===== src/rtl/yfv_pkg.sv =====
// Shared constants, types and the arctangent table for the yaw-frame velocity rotator.
package yfv_pkg;

  // CORDIC iteration count; more than the table holds acts as the table length
  localparam int CORDIC_STEPS = 16;
  localparam int ATAN_DEPTH   = 24;
  localparam int CORDIC_N     = (CORDIC_STEPS > ATAN_DEPTH) ? ATAN_DEPTH : CORDIC_STEPS;
  localparam int STEP_W       = $clog2(ATAN_DEPTH);

  // datapath widths
  localparam int FLD_W     = 16;                  // every payload field
  localparam int CW        = 37;                  // CORDIC x/y
  localparam int ZW        = 32;                  // angle accumulator, 2^32 per turn
  localparam int ACC_W     = 33;                  // sum of two 16x16 products
  localparam int MA_W      = 27;                  // multiplier operand a
  localparam int MB_W      = 34;                  // multiplier operand b
  localparam int PROD_W    = MA_W + MB_W;
  localparam int FIN_SHIFT = 40;
  localparam int RSH_W     = PROD_W - FIN_SHIFT;
  localparam int VEL_SHIFT = 8;
  localparam int Q30_SHIFT = 30;

  localparam logic signed [MB_W-1:0]   GAIN    = MB_W'(64'sd2608131496);
  localparam logic signed [PROD_W-1:0] FIN_RND = PROD_W'(64'sd1) <<< (FIN_SHIFT - 1);
  localparam logic signed [CW-1:0]     ONE_Q30 = CW'(64'sd1) <<< Q30_SHIFT;
  localparam logic signed [RSH_W-1:0]  SAT_HI  = RSH_W'(32767);
  localparam logic signed [RSH_W-1:0]  SAT_LO  = -RSH_W'(32768);
  localparam logic [ZW-1:0]            HALF_TURN = 32'h8000_0000;
  localparam logic [ZW-1:0]            YAW_RND   = 32'h0000_8000;

  // product terms of the yaw operands, in the order they are formed
  localparam int MUL_TERMS = 4;
  localparam logic [1:0] MUL_WZ = 2'd0;
  localparam logic [1:0] MUL_XY = 2'd1;
  localparam logic [1:0] MUL_YY = 2'd2;
  localparam logic [1:0] MUL_ZZ = 2'd3;

  // input command codes
  localparam logic CMD_ORIENT = 1'b0;
  localparam logic CMD_VEL    = 1'b1;

  // configuration port
  localparam int ADDR_W    = 3;
  localparam int REG_IDX_W = ADDR_W - 2;
  localparam logic [REG_IDX_W-1:0] REG_SPIN_RATE = '0;
  localparam int PDATA_W   = 32;

  typedef struct packed {
    logic              load_in;
    logic              mul_en;
    logic              vinit;
    logic              rinit;
    logic              iter;
    logic              yaw_wr;
    logic              fin_x;
    logic              fin_y;
    logic              load_out;
    logic [STEP_W-1:0] step;
  } yfv_cmd_t;

  typedef struct packed {
    logic is_vel;
    logic vec_zero;
  } yfv_status_t;

  // atan(2^-i), 2^32 per turn
  function automatic logic [ZW-1:0] atan_lut(input logic [STEP_W-1:0] idx);
    logic [ZW-1:0] v;
    case (idx)
      5'd0:    v = 32'd536870912;
      5'd1:    v = 32'd316933406;
      5'd2:    v = 32'd167458907;
      5'd3:    v = 32'd85004756;
      5'd4:    v = 32'd42667331;
      5'd5:    v = 32'd21354465;
      5'd6:    v = 32'd10679838;
      5'd7:    v = 32'd5340245;
      5'd8:    v = 32'd2670163;
      5'd9:    v = 32'd1335087;
      5'd10:   v = 32'd667544;
      5'd11:   v = 32'd333772;
      5'd12:   v = 32'd166886;
      5'd13:   v = 32'd83443;
      5'd14:   v = 32'd41722;
      5'd15:   v = 32'd20861;
      5'd16:   v = 32'd10430;
      5'd17:   v = 32'd5215;
      5'd18:   v = 32'd2608;
      5'd19:   v = 32'd1304;
      5'd20:   v = 32'd652;
      5'd21:   v = 32'd326;
      5'd22:   v = 32'd163;
      5'd23:   v = 32'd81;
      default: v = '0;
    endcase
    return v;
  endfunction

endpackage


===== src/rtl/yfv_in_if.sv =====
// Input channel: orientation updates and velocity commands.
interface yfv_in_if;
  logic               valid;
  logic               ready;
  logic               command;
  logic signed [15:0] quat_x;
  logic signed [15:0] quat_y;
  logic signed [15:0] quat_z;
  logic signed [15:0] quat_w;
  logic signed [15:0] vel_x;
  logic signed [15:0] vel_y;

  modport source (
    output valid, command, quat_x, quat_y, quat_z, quat_w, vel_x, vel_y,
    input  ready
  );
  modport sink (
    input  valid, command, quat_x, quat_y, quat_z, quat_w, vel_x, vel_y,
    output ready
  );
endinterface


===== src/rtl/yfv_out_if.sv =====
// Result channel: rotated velocity and spin rate.
interface yfv_out_if;
  logic               valid;
  logic               ready;
  logic signed [15:0] out_vel_x;
  logic signed [15:0] out_vel_y;
  logic signed [15:0] out_spin;

  modport source (
    output valid, out_vel_x, out_vel_y, out_spin,
    input  ready
  );
  modport sink (
    input  valid, out_vel_x, out_vel_y, out_spin,
    output ready
  );
endinterface


===== src/rtl/yfv_ctrl.sv =====
// Sequencer for the yaw-frame velocity rotator: handshakes, phases and step count.
module yfv_ctrl (
  input  logic                  clk,
  input  logic                  rst_n,
  input  logic                  in_valid,
  output logic                  in_ready,
  output logic                  out_valid,
  input  logic                  out_ready,
  input  yfv_pkg::yfv_status_t  status,
  output yfv_pkg::yfv_cmd_t     cmd
);
  import yfv_pkg::*;

  localparam logic [3:0] ST_IDLE  = 4'd0;
  localparam logic [3:0] ST_MUL   = 4'd1;
  localparam logic [3:0] ST_VINIT = 4'd2;
  localparam logic [3:0] ST_RINIT = 4'd3;
  localparam logic [3:0] ST_ITER  = 4'd4;
  localparam logic [3:0] ST_YAW   = 4'd5;
  localparam logic [3:0] ST_FINX  = 4'd6;
  localparam logic [3:0] ST_FINY  = 4'd7;
  localparam logic [3:0] ST_OUT   = 4'd8;

  localparam logic [STEP_W-1:0] MUL_LAST  = STEP_W'(MUL_TERMS - 1);
  localparam logic [STEP_W-1:0] ITER_LAST = STEP_W'(CORDIC_N - 1);

  logic [3:0]        state_r, state_nxt;
  logic [STEP_W-1:0] cnt_r, cnt_nxt;
  logic              out_valid_r, out_valid_nxt;

  always_comb begin
    state_nxt = state_r;
    cnt_nxt   = cnt_r;
    in_ready  = 1'b0;
    cmd       = '0;
    cmd.step  = cnt_r;
    case (state_r)
      ST_IDLE: begin
        in_ready = 1'b1;
        if (in_valid) begin
          cmd.load_in = 1'b1;
          cnt_nxt     = '0;
          state_nxt   = ST_MUL;
        end
      end
      ST_MUL: begin
        // a velocity command leaves on the first pass; the stray product is unused
        cmd.mul_en = 1'b1;
        if (status.is_vel) begin
          state_nxt = ST_RINIT;
        end else if (cnt_r == MUL_LAST) begin
          cnt_nxt   = '0;
          state_nxt = ST_VINIT;
        end else begin
          cnt_nxt = cnt_r + STEP_W'(1);
        end
      end
      ST_VINIT: begin
        cmd.vinit = 1'b1;
        cnt_nxt   = '0;
        state_nxt = status.vec_zero ? ST_IDLE : ST_ITER;
      end
      ST_RINIT: begin
        cmd.rinit = 1'b1;
        cnt_nxt   = '0;
        state_nxt = ST_ITER;
      end
      ST_ITER: begin
        cmd.iter = 1'b1;
        if (cnt_r == ITER_LAST) begin
          cnt_nxt   = '0;
          state_nxt = status.is_vel ? ST_FINX : ST_YAW;
        end else begin
          cnt_nxt = cnt_r + STEP_W'(1);
        end
      end
      ST_YAW: begin
        cmd.yaw_wr = 1'b1;
        state_nxt  = ST_IDLE;
      end
      ST_FINX: begin
        cmd.fin_x = 1'b1;
        state_nxt = ST_FINY;
      end
      ST_FINY: begin
        cmd.fin_y = 1'b1;
        state_nxt = ST_OUT;
      end
      ST_OUT: begin
        // wait for the output register to free up
        if (!out_valid_r || out_ready) begin
          cmd.load_out = 1'b1;
          state_nxt    = ST_IDLE;
        end
      end
      default: begin
        state_nxt = ST_IDLE;
      end
    endcase
    out_valid_nxt = (out_valid_r && !out_ready) || cmd.load_out;
  end

  always_ff @(posedge clk) begin
    if (!rst_n) begin
      state_r     <= ST_IDLE;
      cnt_r       <= '0;
      out_valid_r <= 1'b0;
    end else begin
      state_r     <= state_nxt;
      cnt_r       <= cnt_nxt;
      out_valid_r <= out_valid_nxt;
    end
  end

  assign out_valid = out_valid_r;

endmodule


===== src/rtl/yfv_datapath.sv =====
// Datapath: shared multiplier, CORDIC x/y/angle registers, yaw state and output register.
module yfv_datapath (
  input  logic                          clk,
  input  logic                          rst_n,
  input  yfv_pkg::yfv_cmd_t             cmd,
  output yfv_pkg::yfv_status_t          status,
  input  logic                          in_command,
  input  logic signed [yfv_pkg::FLD_W-1:0] in_quat_x,
  input  logic signed [yfv_pkg::FLD_W-1:0] in_quat_y,
  input  logic signed [yfv_pkg::FLD_W-1:0] in_quat_z,
  input  logic signed [yfv_pkg::FLD_W-1:0] in_quat_w,
  input  logic signed [yfv_pkg::FLD_W-1:0] in_vel_x,
  input  logic signed [yfv_pkg::FLD_W-1:0] in_vel_y,
  input  logic signed [yfv_pkg::FLD_W-1:0] spin_rate,
  output logic signed [yfv_pkg::FLD_W-1:0] out_vel_x,
  output logic signed [yfv_pkg::FLD_W-1:0] out_vel_y,
  output logic signed [yfv_pkg::FLD_W-1:0] out_spin
);
  import yfv_pkg::*;

  // captured item
  logic                    cmd_r;
  logic signed [FLD_W-1:0] qx_r, qy_r, qz_r, qw_r, vx_r, vy_r;

  // yaw state
  logic [FLD_W-1:0] yaw_r, yaw_nxt;

  // accumulators and CORDIC registers
  logic signed [ACC_W-1:0] acc_y_r, acc_y_nxt, acc_x_r, acc_x_nxt;
  logic signed [CW-1:0]    x_r, x_nxt, y_r, y_nxt;
  logic [ZW-1:0]           z_r, z_nxt;
  logic signed [FLD_W-1:0] fx_r, fx_nxt, fy_r, fy_nxt;
  logic signed [FLD_W-1:0] ox_r, oy_r, os_r;

  // multiplier
  logic signed [MA_W-1:0]   mul_a;
  logic signed [MB_W-1:0]   mul_b;
  logic signed [PROD_W-1:0] prod, rnd;
  logic signed [ACC_W-1:0]  prod_s;
  logic signed [RSH_W-1:0]  rsh;
  logic signed [FLD_W-1:0]  sat;

  // init and step terms
  logic signed [CW-1:0] vinit_x, vinit_y, vel_x0, vel_y0, dx, dy;
  logic [FLD_W-1:0]     yaw_neg;
  logic [ZW-1:0]        t32, yaw_sum, atan_v;
  logic                 flip, y_pos, s_pos, vec_mode;

  always_comb begin
    mul_a = '0;
    mul_b = '0;
    if (cmd.fin_x) begin
      mul_a = x_r[MA_W-1:0];
      mul_b = GAIN;
    end else if (cmd.fin_y) begin
      mul_a = y_r[MA_W-1:0];
      mul_b = GAIN;
    end else begin
      case (cmd.step[1:0])
        MUL_WZ: begin
          mul_a = MA_W'(qw_r);
          mul_b = MB_W'(qz_r);
        end
        MUL_XY: begin
          mul_a = MA_W'(qx_r);
          mul_b = MB_W'(qy_r);
        end
        MUL_YY: begin
          mul_a = MA_W'(qy_r);
          mul_b = MB_W'(qy_r);
        end
        MUL_ZZ: begin
          mul_a = MA_W'(qz_r);
          mul_b = MB_W'(qz_r);
        end
        default: begin
          mul_a = '0;
          mul_b = '0;
        end
      endcase
    end
  end

  assign prod   = PROD_W'(mul_a) * PROD_W'(mul_b);
  assign prod_s = prod[ACC_W-1:0];

  // round half up, floor shift, saturate to 16 bits
  assign rnd = prod + FIN_RND;
  assign rsh = rnd[PROD_W-1:FIN_SHIFT];
  always_comb begin
    if (rsh > SAT_HI) begin
      sat = FLD_W'(SAT_HI);
    end else if (rsh < SAT_LO) begin
      sat = FLD_W'(SAT_LO);
    end else begin
      sat = rsh[FLD_W-1:0];
    end
  end

  // atan2 operands: y = 2(wz+xy), x = 1 - 2(yy+zz) at 2^30
  assign vinit_y = CW'(acc_y_r) <<< 1;
  assign vinit_x = ONE_Q30 - (CW'(acc_x_r) <<< 1);

  // rotation target is minus the yaw; beyond a quarter turn, swing by a half turn
  assign yaw_neg = FLD_W'(17'd0 - {1'b0, yaw_r});
  assign t32     = {yaw_neg, 16'h0000};
  assign flip    = t32[ZW-1] ^ t32[ZW-2];
  assign vel_x0  = CW'(vx_r) <<< VEL_SHIFT;
  assign vel_y0  = CW'(vy_r) <<< VEL_SHIFT;

  assign dx       = y_r >>> cmd.step;
  assign dy       = x_r >>> cmd.step;
  assign atan_v   = atan_lut(cmd.step);
  assign vec_mode = (cmd_r == CMD_ORIENT);
  assign y_pos    = !y_r[CW-1] && (y_r != '0);
  // s_pos: turn counterclockwise and take the angle down
  assign s_pos    = vec_mode ? !y_pos : !z_r[ZW-1];

  assign yaw_sum = z_r + YAW_RND;

  always_comb begin
    acc_y_nxt = acc_y_r;
    acc_x_nxt = acc_x_r;
    x_nxt     = x_r;
    y_nxt     = y_r;
    z_nxt     = z_r;
    yaw_nxt   = yaw_r;
    fx_nxt    = fx_r;
    fy_nxt    = fy_r;
    if (cmd.mul_en) begin
      case (cmd.step[1:0])
        MUL_WZ:  acc_y_nxt = prod_s;
        MUL_XY:  acc_y_nxt = acc_y_r + prod_s;
        MUL_YY:  acc_x_nxt = prod_s;
        MUL_ZZ:  acc_x_nxt = acc_x_r + prod_s;
        default: acc_y_nxt = acc_y_r;
      endcase
    end
    if (cmd.vinit) begin
      if (vinit_x == '0 && vinit_y == '0) begin
        yaw_nxt = '0;
      end
      if (vinit_x[CW-1]) begin
        x_nxt = -vinit_x;
        y_nxt = -vinit_y;
        z_nxt = HALF_TURN;
      end else begin
        x_nxt = vinit_x;
        y_nxt = vinit_y;
        z_nxt = '0;
      end
    end
    if (cmd.rinit) begin
      x_nxt = flip ? -vel_x0 : vel_x0;
      y_nxt = flip ? -vel_y0 : vel_y0;
      z_nxt = flip ? t32 + HALF_TURN : t32;
    end
    if (cmd.iter) begin
      if (s_pos) begin
        x_nxt = x_r - dx;
        y_nxt = y_r + dy;
        z_nxt = z_r - atan_v;
      end else begin
        x_nxt = x_r + dx;
        y_nxt = y_r - dy;
        z_nxt = z_r + atan_v;
      end
    end
    if (cmd.yaw_wr) begin
      yaw_nxt = yaw_sum[ZW-1:ZW-FLD_W];
    end
    if (cmd.fin_x) begin
      fx_nxt = sat;
    end
    if (cmd.fin_y) begin
      fy_nxt = sat;
    end
  end

  always_ff @(posedge clk) begin
    if (!rst_n) begin
      yaw_r <= '0;
    end else begin
      yaw_r <= yaw_nxt;
    end
  end

  always_ff @(posedge clk) begin
    if (cmd.load_in) begin
      cmd_r <= in_command;
      qx_r  <= in_quat_x;
      qy_r  <= in_quat_y;
      qz_r  <= in_quat_z;
      qw_r  <= in_quat_w;
      vx_r  <= in_vel_x;
      vy_r  <= in_vel_y;
    end
    acc_y_r <= acc_y_nxt;
    acc_x_r <= acc_x_nxt;
    x_r     <= x_nxt;
    y_r     <= y_nxt;
    z_r     <= z_nxt;
    fx_r    <= fx_nxt;
    fy_r    <= fy_nxt;
    if (cmd.load_out) begin
      ox_r <= fx_r;
      oy_r <= fy_r;
      os_r <= spin_rate;
    end
  end

  assign status.is_vel   = (cmd_r == CMD_VEL);
  assign status.vec_zero = (vinit_x == '0) && (vinit_y == '0);

  assign out_vel_x = ox_r;
  assign out_vel_y = oy_r;
  assign out_spin  = os_r;

endmodule


===== src/rtl/yaw_frame_velocity_rotator.sv =====
// Top level of the yaw-frame velocity rotator: channels, register port, controller, datapath.
//
//   channel  dir  beat
//   in_ch    in   command, quat_x/y/z/w (Q1.15), vel_x/y (Q8.8)
//   out_ch   out  out_vel_x, out_vel_y, out_spin (Q8.8)
//   cfg_*    in   APB write/read of spin_rate at byte address 0
//
// One beat at a time. A velocity command runs the CORDIC rotation and the gain
// correction of x and y into the output register; an orientation update forms
// four products on the shared multiplier, then runs the iterative CORDIC into
// the stored yaw. The controller returns to idle before the next beat is taken.
// The output register lets the next beat in while a result waits.
// rst_n is synchronous; it clears the stored yaw, spin_rate and control state.
module yaw_frame_velocity_rotator (
  input  logic                          clk,
  input  logic                          rst_n,
  yfv_in_if.sink                        in_ch,
  yfv_out_if.source                     out_ch,
  input  logic                          cfg_psel,
  input  logic                          cfg_penable,
  input  logic                          cfg_pwrite,
  input  logic [yfv_pkg::ADDR_W-1:0]    cfg_paddr,
  input  logic [yfv_pkg::PDATA_W-1:0]   cfg_pwdata,
  output logic [yfv_pkg::PDATA_W-1:0]   cfg_prdata,
  output logic                          cfg_pready
);
  import yfv_pkg::*;

  yfv_cmd_t                cmd;
  yfv_status_t             status;
  logic signed [FLD_W-1:0] spin_r;
  logic                    spin_sel;

  assign cfg_pready = 1'b1;
  assign spin_sel   = (cfg_paddr[ADDR_W-1:2] == REG_SPIN_RATE);

  always_ff @(posedge clk) begin
    if (!rst_n) begin
      spin_r <= '0;
    end else if (cfg_psel && cfg_penable && cfg_pwrite && spin_sel) begin
      spin_r <= cfg_pwdata[FLD_W-1:0];
    end
  end

  assign cfg_prdata = spin_sel ? {{(PDATA_W-FLD_W){1'b0}}, spin_r} : '0;

  yfv_ctrl u_ctrl (
    .clk       (clk),
    .rst_n     (rst_n),
    .in_valid  (in_ch.valid),
    .in_ready  (in_ch.ready),
    .out_valid (out_ch.valid),
    .out_ready (out_ch.ready),
    .status    (status),
    .cmd       (cmd)
  );

  yfv_datapath u_datapath (
    .clk        (clk),
    .rst_n      (rst_n),
    .cmd        (cmd),
    .status     (status),
    .in_command (in_ch.command),
    .in_quat_x  (in_ch.quat_x),
    .in_quat_y  (in_ch.quat_y),
    .in_quat_z  (in_ch.quat_z),
    .in_quat_w  (in_ch.quat_w),
    .in_vel_x   (in_ch.vel_x),
    .in_vel_y   (in_ch.vel_y),
    .spin_rate  (spin_r),
    .out_vel_x  (out_ch.out_vel_x),
    .out_vel_y  (out_ch.out_vel_y),
    .out_spin   (out_ch.out_spin)
  );

`ifndef ASSERT_OFF
  // one beat in flight: no second acceptance right after one
  a_one_in_flight: assert property (@(posedge clk) disable iff (!rst_n)
    (in_ch.valid && in_ch.ready) |=> !in_ch.ready)
    else $error("input accepted while previous beat still in work");

  // controller phases never overlap
  a_phase_excl: assert property (@(posedge clk) disable iff (!rst_n)
    $onehot0({cmd.load_in, cmd.mul_en, cmd.vinit, cmd.rinit, cmd.iter,
              cmd.yaw_wr, cmd.fin_x, cmd.fin_y, cmd.load_out}))
    else $error("overlapping datapath commands");

  // a result appears only after the output register was loaded
  a_out_from_load: assert property (@(posedge clk) disable iff (!rst_n)
    $rose(out_ch.valid) |-> $past(cmd.load_out))
    else $error("result valid without output load");
`endif

endmodule


===== src/flat_wrapper.sv =====
// flat-port wrapper written by rule: the top's interface ports become plain ports
module yaw_frame_velocity_rotator_flat import yfv_pkg::*;
  (clk, rst_n, cfg_psel, cfg_penable, cfg_pwrite, cfg_paddr, cfg_pwdata, cfg_prdata, cfg_pready, in_ch_valid, in_ch_command, in_ch_quat_x, in_ch_quat_y, in_ch_quat_z, in_ch_quat_w, in_ch_vel_x, in_ch_vel_y, in_ch_ready, out_ch_valid, out_ch_out_vel_x, out_ch_out_vel_y, out_ch_out_spin, out_ch_ready);
  yfv_in_if in_ch_i ();
  yfv_out_if out_ch_i ();
  input  logic clk;
  input  logic rst_n;
  input  logic cfg_psel;
  input  logic cfg_penable;
  input  logic cfg_pwrite;
  input  logic [yfv_pkg::ADDR_W-1:0] cfg_paddr;
  input  logic [yfv_pkg::PDATA_W-1:0] cfg_pwdata;
  output logic [yfv_pkg::PDATA_W-1:0] cfg_prdata;
  output logic cfg_pready;
  input wire logic [$bits(in_ch_i.valid)-1:0] in_ch_valid;
  input wire logic [$bits(in_ch_i.command)-1:0] in_ch_command;
  input wire logic [$bits(in_ch_i.quat_x)-1:0] in_ch_quat_x;
  input wire logic [$bits(in_ch_i.quat_y)-1:0] in_ch_quat_y;
  input wire logic [$bits(in_ch_i.quat_z)-1:0] in_ch_quat_z;
  input wire logic [$bits(in_ch_i.quat_w)-1:0] in_ch_quat_w;
  input wire logic [$bits(in_ch_i.vel_x)-1:0] in_ch_vel_x;
  input wire logic [$bits(in_ch_i.vel_y)-1:0] in_ch_vel_y;
  output wire logic [$bits(in_ch_i.ready)-1:0] in_ch_ready;
  output wire logic [$bits(out_ch_i.valid)-1:0] out_ch_valid;
  output wire logic [$bits(out_ch_i.out_vel_x)-1:0] out_ch_out_vel_x;
  output wire logic [$bits(out_ch_i.out_vel_y)-1:0] out_ch_out_vel_y;
  output wire logic [$bits(out_ch_i.out_spin)-1:0] out_ch_out_spin;
  input wire logic [$bits(out_ch_i.ready)-1:0] out_ch_ready;
  assign in_ch_i.valid = in_ch_valid;
  assign in_ch_i.command = in_ch_command;
  assign in_ch_i.quat_x = in_ch_quat_x;
  assign in_ch_i.quat_y = in_ch_quat_y;
  assign in_ch_i.quat_z = in_ch_quat_z;
  assign in_ch_i.quat_w = in_ch_quat_w;
  assign in_ch_i.vel_x = in_ch_vel_x;
  assign in_ch_i.vel_y = in_ch_vel_y;
  assign in_ch_ready = in_ch_i.ready;
  assign out_ch_valid = out_ch_i.valid;
  assign out_ch_out_vel_x = out_ch_i.out_vel_x;
  assign out_ch_out_vel_y = out_ch_i.out_vel_y;
  assign out_ch_out_spin = out_ch_i.out_spin;
  assign out_ch_i.ready = out_ch_ready;
  yaw_frame_velocity_rotator u_core (.clk(clk), .rst_n(rst_n), .in_ch(in_ch_i), .out_ch(out_ch_i), .cfg_psel(cfg_psel), .cfg_penable(cfg_penable), .cfg_pwrite(cfg_pwrite), .cfg_paddr(cfg_paddr), .cfg_pwdata(cfg_pwdata), .cfg_prdata(cfg_prdata), .cfg_pready(cfg_pready));
endmodule

===== config.mk =====
export PLATFORM = sky130hd
export DESIGN_NAME = yaw_frame_velocity_rotator_flat
export DESIGN_NICKNAME = d
export VERILOG_FILES = /design/src/rtl/yfv_pkg.sv /design/src/rtl/yfv_in_if.sv /design/src/rtl/yfv_out_if.sv /design/src/rtl/yfv_ctrl.sv /design/src/rtl/yfv_datapath.sv /design/src/rtl/yaw_frame_velocity_rotator.sv /design/src/flat_wrapper.sv
export SDC_FILE = /design/constraint.sdc
export NUM_CORES = 2
export LEC_CHECK = 0
export BUFFER_PORTS_ARGS = -buffer_cell sky130_fd_sc_hd__buf_2
export CAP_MARGIN = 30
export CORE_MARGIN = 2
export CORE_UTILIZATION = 59
export DETAILED_ROUTE_END_ITERATION = 16
export PLACE_DENSITY = 0.85
export SLEW_MARGIN = 20
export SYNTH_ARGS = -nofsm -noshare
export SYNTH_HDL_FRONTEND = slang
export SYNTH_SLANG_ARGS = --single-unit

===== constraint.sdc =====
create_clock -name clk -period 10.6 [get_ports clk]
set_input_delay 0.53 -clock clk [delete_from_list [all_inputs] [get_ports clk]]
set_output_delay 0.53 -clock clk [all_outputs]
set_load 0.005 [all_outputs]

==> impl_metrics.json <==
{
  "grt-ovfl-total": 0,
  "critPathLaunchType": "flop",
  "vias": 51800,
  "finalInstanceArea_mm2": 0.0688,
  "yosys_warnings": 0,
  "cts_root_buf": "clkbuf_16",
  "drv_cap": 0,
  "clock_latency_ns": 0.70,
  "drtIter0Drc": 5314,
  "dieArea_mm2": 0.108,
  "cts_tree": "built",
  "grt_max_degree": 64,
  "top_usage_layer": "met2",
  "numCtsBuffers": 50,
  "grt_util_met3_pct": 9.20,
  "reg2reg_from": "u_core.u_ctrl.cnt_r[1]",
  "final.setup_skew_ns": 0.0444,
  "placed_area_mm2": 0.0664,
  "yosysTopAreaCellShare_pct": 26.6,
  "drive_gt1_share_pct": 13.2,
  "core_area_mm2": 0.105,
  "cp.arrival_ns": 10.91,
  "yosysTopAreaCell": "fa_1",
  "r2r_cells": 37,
  "syn2layout_area_growth_pct": 10.2,
  "antenna_found_initial": 6,
  "crit_slowest_cell": "a222oi_1",
  "rows": 119,
  "final-setup-viol-count": 0,
  "yosysSeqAreaShare_pct": 19.1,
  "pre_cts_slack_ns": -0.218,
  "timing.hold.ws_ns": 0.0135,
  "hold_start": "in_ch_quat_z[4]",
  "min_to": "u_core.u_datapath.qz_r[4]",
  "hold_class": "in -> reg",
  "viasPerCell": 6.17,
  "critPathKind": "reg -> reg",
  "most-common-layout-cells": "1067 x inv_1, 823 x fa_1, 567 x nand2_1, 462 x nor2_1, 356 x ha_1",
  "drc": 0,
  "fmax_mhz": 95.7,
  "clk_pin_slew_ns": 0.07,
  "ioPinCount": 222,
  "grt_pass1_vias": 52900,
  "cp_slowest_stage_delay_ns": 0.72,
  "final_nets": 8302,
  "clockBufferDepth": 3,
  "ys_seq_elements": 421,
  "cts.sinks": 421,
  "async_flop_share_pct": 0,
  "netlist_area_mm2": 0.0624,
  "ant_nets": 0,
  "die_y_um": 329,
  "dp_hpwl_mm": 160,
  "die_w_um": 329,
  "timing.critical_path.buf_inv": 11,
  "initial_core_util_pct": 59.4,
  "crit_path_end_kind": "flop",
  "port-buffer-count": 186,
  "synth_edf_count": 349,
  "synth_cells": 6654,
  "hold_viol": 0,
  "r2r_slack_ns": 0.15,
  "grtUsageTotal_pct": 36.4,
  "postSynthAreaPerCell_um2": 9.38,
  "synth.area.top_cells": "fa_1 27%, edfxtp_1 17%, ha_1 7.3%",
  "r2r-end": "u_core.u_datapath.fy_r[6]",
  "maxSlewHeadroom_pct": 33.8,
  "dr.pass1.iters": 8,
  "routed_wl_mm": 196,
  "synth.distinct_cells": 111,
  "cp_data_required_time_ns": 11.06,
  "min_period_ns": 10.45,
  "fin_util_pct": 65.4,
  "grtUsageMet1_pct": 44.7,
  "routedWlPerCell_um": 23.4,
  "final_common_cell": "inv_1",
  "period_share_pct": 98.6,
  "gp_congestion": 1.03,
  "grt_pass1_wl_mm": 301,
  "worstHoldPathCells": 1,
  "worst_slack_ns": 0.147,
  "startpoint": "u_core.u_ctrl.cnt_r[1]",
  "crit_fanout": 8,
  "slew_viol_final": 0,
  "tightestPinTransition_ns": 0.989,
  "use_met2_pct": 60.2,
  "critical-path-top-delay-family": "adder cells",
  "status": "complete, no violations",
  "h-tree-depth": 2,
  "synth_ff_type": "edfxtp_1"
}
## state kept, by name, summed over array words and instances (netlist names), 30 cells and up
signal	cells
u_core.u_datapath.x_r	37
u_core.u_datapath.y_r	37
u_core.u_datapath.acc_x_r	33
u_core.u_datapath.acc_y_r	33
u_core.u_datapath.z_r	32
u_core.u_datapath.atan_v	30
## worst register-to-register path, delay by kind of cell (launching register included)
kind                       cells  cell delay, ns
buffers and inverters         11            1.38
and+or+nand+nor                7            1.15
adders and majority gates      9            4.44
DFF                            1            0.38
AOI/OAI and AO/OA             10            2.88
## worst max-delay path by stage
stage / endpoint / slack (ns) / cells after the start
after CTS: u_core.u_datapath.acc_y_r[32] / -0.03 / 40
after detailed placement: u_core.u_datapath.acc_y_r[32] / -0.22 / 38
after global routing: u_core.u_datapath.acc_y_r[32] / -0.13 / 42
after floorplan: u_core.u_datapath.fx_r[10] / 0.04 / 36
after global placement: u_core.u_datapath.acc_y_r[32] / 0.03 / 39
final: u_core.u_datapath.fy_r[6] / 0.15 / 37
## synthesized netlist by cell type (all sizes together) (10+ instances only)
master	n
o31ai	40
mux4	104
o22ai	39
or3	45
a21o	124
nand4	38
a2111oi	10
a222oi	17
a31oi	41
a21boi	27
nor3b	12
fa	830
or2	27
dfxtp	72
nand2b	81
nand3	108
a211oi	31
or4	12
and2	57
buf	83
nand2	580
ha	366
nor2	470
o21ai	336
o211ai	60
inv	1074
and4	10
nor3	90
nor4	51
clkbuf	187
mux2i	90
edfxtp	349
a21oi	320
mux2	62
xor2	187
and3	47
a22oi	17
o21a	54
nor2b	57
o21bai	33
xnor2	249
## cell families (layout without fill, tap and decap cells)
family | count (synthesis) | after routing | synth area share [%]
AND/OR/NAND/NOR | 1725 | 1725 | 13.1
XOR/XNOR | 436 | 436 | 6.12
other | 2 | 22 | 0.0120
adder cells (fa/ha/maj) | 1197 | 1197 | 34.0
AO/OA/AOI/OAI | 1269 | 1269 | 13.0
multiplexers | 256 | 256 | 6.33
buffers and inverters | 1348 | 1686 | 8.38
flip-flops | 421 | 421 | 19.1
## timing repair
item                                    in CTS  in global routing
gates cloned                                 0                  2
hold buffers                                 2                  3
resized for setup                           10                103
pin swaps                                    2                 22
endpoints found under the setup margin      21                 46
endpoints found under the hold margin        2                  3
setup buffers                                1                 14
## per-layer routing
metal	routed length [um]	share of wire, %
met1	71900	37
met2	93200	47
met5	13	0.0066
met3	20700	11
met4	10600	5.4
## area by class of cell
class	instances	area, um2
tap	1391	1740
clock inverter	39	442
antenna	5	12.5
timing repair buffer	516	3530
multi-input combinational	4900	45800
sequential	421	11900
inverter	1078	4060
fill	8460	36300
clock buffer	53	1260
## per-stage QoR
| step | setup TNS, ns | instances |
|---|---|---|
| global placement | 0 | 8282 |
| finish | 0 | 8403 |
| CTS | -0.0254 | 8378 |
| floorplan | 0 | 6669 |
| global route | -0.974 | 8400 |
| detailed placement | -0.657 | 8283 |
Power is left out: the tool's default activity adds up to more than one toggle a clock period on the data nets, which glitch-free logic cannot reach.
